<file path="src/sv/msb_pkg.sv">
package msb_pkg;

  localparam int NUM_STACKS = 4;
  localparam int CAPACITY   = 64;
  localparam int DATA_W     = 32;
  localparam int SEL_W      = 2;
  localparam int ADDR_W     = $clog2(CAPACITY);
  localparam int SLOT_W     = $clog2(CAPACITY + 1);

  localparam logic [SLOT_W-1:0] SLOT_NONE = SLOT_W'(CAPACITY);

  typedef enum logic {
    CMD_PUSH = 1'b0,
    CMD_POP  = 1'b1
  } msb_op_t;

  typedef enum logic {
    ST_IDLE,
    ST_EXEC
  } msb_state_t;

  typedef struct packed {
    logic load;
    logic exec;
  } msb_ctl_t;

endpackage

</file>
<file path="src/sv/msb_dp.sv">
module msb_dp
  import msb_pkg::*;
(
  input  logic                     clk,
  input  logic                     rst_n,
  input  msb_ctl_t                 ctl,
  input  logic                     in_cmd,
  input  logic [SEL_W-1:0]         in_stack_sel,
  input  logic signed [DATA_W-1:0] in_push_value,
  output logic                     out_ok,
  output logic signed [DATA_W-1:0] out_pop_value
);

  logic [DATA_W-1:0] data_mem [CAPACITY];
  logic [SLOT_W-1:0] link_mem [CAPACITY];
  logic [CAPACITY-1:0] link_vld_r, link_vld_nxt;

  logic [SLOT_W-1:0] heads_r [NUM_STACKS];
  logic [SLOT_W-1:0] heads_nxt [NUM_STACKS];
  logic [SLOT_W-1:0] free_head_r, free_head_nxt;

  logic              cmd_r;
  logic [SEL_W-1:0]  sel_r;
  logic [DATA_W-1:0] val_r;
  logic [SLOT_W-1:0] slot_r;
  logic [DATA_W-1:0] data_rd_r;
  logic [SLOT_W-1:0] link_rd_r;
  logic              link_vld_rd_r;
  logic              ok_r;
  logic [DATA_W-1:0] pop_value_r;

  logic              sel_in_ok;
  logic [SLOT_W-1:0] slot_sel;
  logic [ADDR_W-1:0] rd_addr;
  logic [ADDR_W-1:0] wr_addr;
  logic              hit;
  logic [SLOT_W-1:0] link_val;
  logic              wr_en;
  logic [SLOT_W-1:0] wr_link;

  // slot looked up at transfer: free head for push, top of stack for pop
  always_comb begin
    sel_in_ok = ({1'b0, in_stack_sel} < (SEL_W+1)'(NUM_STACKS));
    if (!sel_in_ok) begin
      slot_sel = SLOT_NONE;
    end else if (in_cmd == CMD_PUSH) begin
      slot_sel = free_head_r;
    end else begin
      slot_sel = heads_r[in_stack_sel];
    end
    rd_addr = slot_sel[ADDR_W-1:0];
  end

  always_comb begin
    hit      = (slot_r < SLOT_NONE);
    wr_addr  = slot_r[ADDR_W-1:0];
    // never-written link reads as its reset value: next slot, or none for the last
    link_val = link_vld_rd_r ? link_rd_r : slot_r + SLOT_W'(1);
    for (int i = 0; i < NUM_STACKS; i++) begin
      heads_nxt[i] = heads_r[i];
    end
    free_head_nxt = free_head_r;
    link_vld_nxt  = link_vld_r;
    wr_en         = 1'b0;
    wr_link       = free_head_r;
    if (ctl.exec && hit) begin
      wr_en                 = 1'b1;
      link_vld_nxt[wr_addr] = 1'b1;
      if (cmd_r == CMD_PUSH) begin
        free_head_nxt  = link_val;
        wr_link        = heads_r[sel_r];
        heads_nxt[sel_r] = slot_r;
      end else begin
        heads_nxt[sel_r] = link_val;
        wr_link          = free_head_r;
        free_head_nxt    = slot_r;
      end
    end
  end

  always_ff @(posedge clk) begin
    if (!rst_n) begin
      for (int i = 0; i < NUM_STACKS; i++) begin
        heads_r[i] <= SLOT_NONE;
      end
      free_head_r <= '0;
      link_vld_r  <= '0;
    end else begin
      for (int i = 0; i < NUM_STACKS; i++) begin
        heads_r[i] <= heads_nxt[i];
      end
      free_head_r <= free_head_nxt;
      link_vld_r  <= link_vld_nxt;
    end
  end

  // shared stores, read at transfer and written in ST_EXEC
  always_ff @(posedge clk) begin
    if (ctl.load) begin
      data_rd_r     <= data_mem[rd_addr];
      link_rd_r     <= link_mem[rd_addr];
      link_vld_rd_r <= link_vld_r[rd_addr];
    end
    if (wr_en) begin
      link_mem[wr_addr] <= wr_link;
      if (cmd_r == CMD_PUSH) begin
        data_mem[wr_addr] <= val_r;
      end
    end
  end

  always_ff @(posedge clk) begin
    if (ctl.load) begin
      cmd_r  <= in_cmd;
      sel_r  <= in_stack_sel;
      val_r  <= DATA_W'(in_push_value);
      slot_r <= slot_sel;
    end
    if (ctl.exec) begin
      ok_r        <= hit;
      pop_value_r <= (hit && cmd_r == CMD_POP) ? data_rd_r : '0;
    end
  end

  assign out_ok        = ok_r;
  assign out_pop_value = signed'(pop_value_r);

endmodule

</file>
<file path="config.mk">
export PLATFORM = sky130hd
export DESIGN_NAME = msb_dp
export DESIGN_NICKNAME = d
export VERILOG_FILES = /design/src/sv/msb_pkg.sv /design/src/sv/msb_dp.sv
export SDC_FILE = /design/constraint.sdc
export NUM_CORES = 2
export LEC_CHECK = 0
export BUFFER_PORTS_ARGS = -buffer_cell sky130_fd_sc_hd__buf_2
export CAP_MARGIN = 5
export CORE_ASPECT_RATIO = 1.5
export CORE_MARGIN = 2
export CORE_UTILIZATION = 60
export DETAILED_ROUTE_END_ITERATION = 16
export HOLD_SLACK_MARGIN = 0.02
export PLACE_DENSITY = 0.79
export SLEW_MARGIN = 20
export SYNTH_ARGS = -nofsm -noshare
export SYNTH_HDL_FRONTEND = slang
export SYNTH_SLANG_ARGS = --single-unit
</file>
<file path="constraint.sdc">
create_clock -name clk -period 5.7 [get_ports clk]
set_clock_uncertainty 0.1 [all_clocks]
set_input_delay 0.285 -clock clk [delete_from_list [all_inputs] [get_ports clk]]
set_output_delay 0.285 -clock clk [all_outputs]
set_load 0.1 [all_outputs]
</file>
==> flow_metrics.py <==
metrics = {
    "outcome": {
        "outcome": "completed",
    },
    "power": {
        "ir_drop_mv": 0.323,
        "power-per-cell-area_mw_per_mm2": 356,
        "p_leak_nw": 39.0,
    },
    "worst_setup_path": {
        "crit_type": "in -> reg",
        "critPathLaunch": "in_stack_sel[1]",
        "crit_arrival_ps": 4690,
        "path_delay_family": "compound AO/OA/AOI/OAI gates",
        "cp_cell_sequence": "dlygate4sd3_1 > buf_2 > mux2i_1 > nand3_1 > o211ai_4 > buf_12 > buf_4 > a222oi_1 > and3_1 > a31oi_1 > nand4_1",
        "r2r-start": "heads_r[3][1]$_SDFFE_PN0P_",
        "cp.depth": 11,
        "critPathSlowestCell": "o211ai_4",
        "crit_end": "data_rd_r[0]$_DFFE_PP_",
        "crit_buf_inv": 4,
        "ff2ff_path_depth": 9,
        "required_ps": 6180,
        "worstReg2RegEnd": "data_rd_r[0]$_DFFE_PP_",
        "cp-end-kind": "register",
        "r2r_slack_ps": 1510,
        "max_stage_delay_ps": 960,
        "critPathLaunchType": "input pin",
        "cp_max_fo": 34,
    },
    "min_path": {
        "min_path_type": "in -> reg",
        "min_from": "in_stack_sel[0]",
    },
    "layout": {
        "layout-drive-gt1-share_pct": 11.6,
        "syn_to_final_growth_pct": 11.9,
        "multi_input_area_sq_mm": 0.0224,
        "regArea_sq_mm": 0.0804,
        "fin_cells": 8852,
        "fillers": 10600,
        "fin_nets": 6417,
    },
    "clocking": {
        "cts_tree": "yes",
        "cts_root_buf": "clkbuf_16",
        "numCtsBuffers": 230,
        "cts_max_level": 4,
        "clockBufferDepth": 3,
        "cts.sinks": 2712,
        "path_clk_slew_ps": 70,
        "clkLatencyLatePin_ps": 880,
    },
    "floorplanning": {
        "fp.dieArea_sq_mm": 0.177,
        "fp-row-count": 187,
        "io_pins": 72,
        "start_util_pct": 60.3,
        "die_w_microns": 344,
        "coreArea_sq_mm": 0.173,
        "die_h_microns": 515,
    },
    "drt": {
        "drtIter0Drc": 9945,
        "antenna_left": 0,
        "wl_per_cell_microns": 32.9,
        "via_per_inst": 6.89,
        "drc_errors": 0,
        "firstDrtPassIters": 9,
        "num_vias": 61000,
        "drt-total-wl_microns": 292000,
    },
    "yosys": {
        "synth_top_area_share_pct": 75.1,
        "synth_seq_cells": 2712,
        "yosys_warnings": 0,
        "yosysSeqAreaShare_pct": 77.1,
        "netlist_area_sq_mm": 0.104,
        "synth_cell_types": 51,
        "synthTopCellsByArea": "edfxtp_1 75%, mux2i_1 9.4%, a222oi_1 3.1%",
        "syn_nets": 6212,
        "synth-async-reset-ratio_pct": 0,
        "syn_inst": 6172,
        "synth_common_cells": "2,611 x edfxtp_1, 982 x mux2i_1, 682 x nand2_1",
        "yosysMostFrequentCell": "edfxtp_1",
        "avgSynthCellArea_sq_um": 16.9,
        "yosysTopAreaCell": "edfxtp_1",
        "synth-edff-count": 2611,
        "ys.flop_type": "edfxtp_1",
    },
    "global_routing": {
        "grtUsageMet3_pct": 6.00,
        "grt_max_degree": 136,
        "use_met2_pct": 52.7,
        "grt_usage_pct": 32.7,
        "grtUsageMet1_pct": 38.7,
        "grt_pass1_vias": 60200,
        "grt_pass1_wl_microns": 414000,
        "overflow": 0,
        "antenna_found_initial": 9,
        "top_usage_layer": "met2",
    },
    "place": {
        "gp_congestion": 0.904,
        "dp_hpwl_microns": 157000,
        "port_buffers": 71,
        "place_inst": 8340,
    },
    "timing": {
        "fin_crit_ps": 4200,
        "hold_viol": 0,
        "post-route-period-util_pct": 73.8,
        "tns_ps": 0,
        "slew_violations": 0,
        "worst_pin_slew_ps": 1210,
        "finalSetupViolations": 0,
        "fmax_ghz": 0.238,
        "rsz0062_at_grt": "false",
        "slew_headroom_pct": 19.2,
    },
    "flow_run": {
        "max_cap_viol_count": 0,
    },
}
[cell families (layout without fill, tap and decap cells)]
| group | Yosys count | in the layout | synth area share [%] |
|---|---|---|---|
| compound gates | 599 | 599 | 4.90 |
| xor+xnor | 3 | 3 | 0.0252 |
| fa+ha+maj | 1 | 1 | 0.0120 |
| buf+inv | 414 | 820 | 1.86 |
| flops | 2712 | 2712 | 77.1 |
| mux | 1007 | 1007 | 9.81 |
| other cells | 0 | 6 | 0 |
| simple gates | 1436 | 1436 | 6.31 |
[layout by cell type, fill, tap and decap left out, drive strengths merged, types with 16 or more instances in the layout]
master       count
a222oi         320
a31oi          160
and2            32
and3           165
buf            308
bufinv          29
clkbuf         279
clkinv         106
clkinvlp        16
dfxtp          101
dlygate4sd3     70
edfxtp        2611
mux2i          982
nand2          682
nand3          332
nand4           41
nor2            82
nor3            70
o21a            64
[timing repair]
action	in CTS	in global routing
hold buffers	69	1
hold endpoints to repair	88	29
gates resized for setup	0	0
setup buffers	0	0
[worst register-to-register path: stages, from the launching register on]
cell	delay [ps]
dfxtp_1	320
mux2i_1	340
nand3_1	190
o211ai_4	960
buf_12	350
buf_4	430
a222oi_1	160
and3_1	230
a31oi_1	660
nand4_1	150
[worst min path at each step]
stage | to | slack, ps | depth (start not counted)
floorplan | cmd_r$_DFFE_PP_ | 280 | 0
CTS | heads_r[2][6]$_SDFFE_PN1P_ | 70 | 3
global placement | link_vld_r[22]$_SDFFE_PN0P_ | 340 | 1
finish | sel_r[0]$_DFFE_PP_ | 300 | 2
detailed placement | link_vld_r[34]$_SDFFE_PN0P_ | 350 | 1
global route | sel_r[0]$_DFFE_PP_ | 330 | 2
[per-layer routing]
metal / vias up / part of all wire, %
met2: 4767 / 48
met1: 30200 / 31
li1: 24900 / -
met3: 1125 / 11
met4: 4 / 9.5
met5: - / 0.0093
[flip-flops by register name, summed over array words and instances, names as in the netlist, named ones only]
register and count:
link_rd_r 7, link_mem 448, link_vld_r 64, val_r 32, data_rd_r 32, sel_r 2, heads_r 28, out_pop_value 32
free_head_r 7, cmd_r 1, slot_r 7, link_vld_rd_r 1, data_mem 2048, out_ok 1
[cell type report]
cell class                 count  area share (%)
sequential                  2712            68.9
inverter                       8          0.0322
clock inverter               155            1.35
timing repair buffer         379            2.85
multi-input combinational   3046            19.2
antenna                        6          0.0129
tap                         2268            2.43
clock buffer                 278            5.20
[per-stage QoR]
stage	utilization [%]	hold slack (ps)	setup slack [ps]	instance area (sq um)	total power, mW
floorplan	-	284	1270	104000	24.7
global placement	62.6	345	1240	108000	25.8
detailed placement	62.6	352	1330	108000	25.8
CTS	67.5	73.7	1690	117000	41.4
global route	67.5	329	1490	117000	42.4
finish	67.5	303	1500	117000	41.5
[power by group]
| group | internal (mW) | leakage (nW) | total, mW | switching, mW |
|---|---|---|---|---|
| registers | 22.2 | 24.4 | 22.3 | 0.107 |
| clock network | 8.89 | 3.71 | 15.9 | 7.03 |
| logic | 0.978 | 10.8 | 3.31 | 2.33 |
No activity file was read; power rests on OpenSTA's default activity.
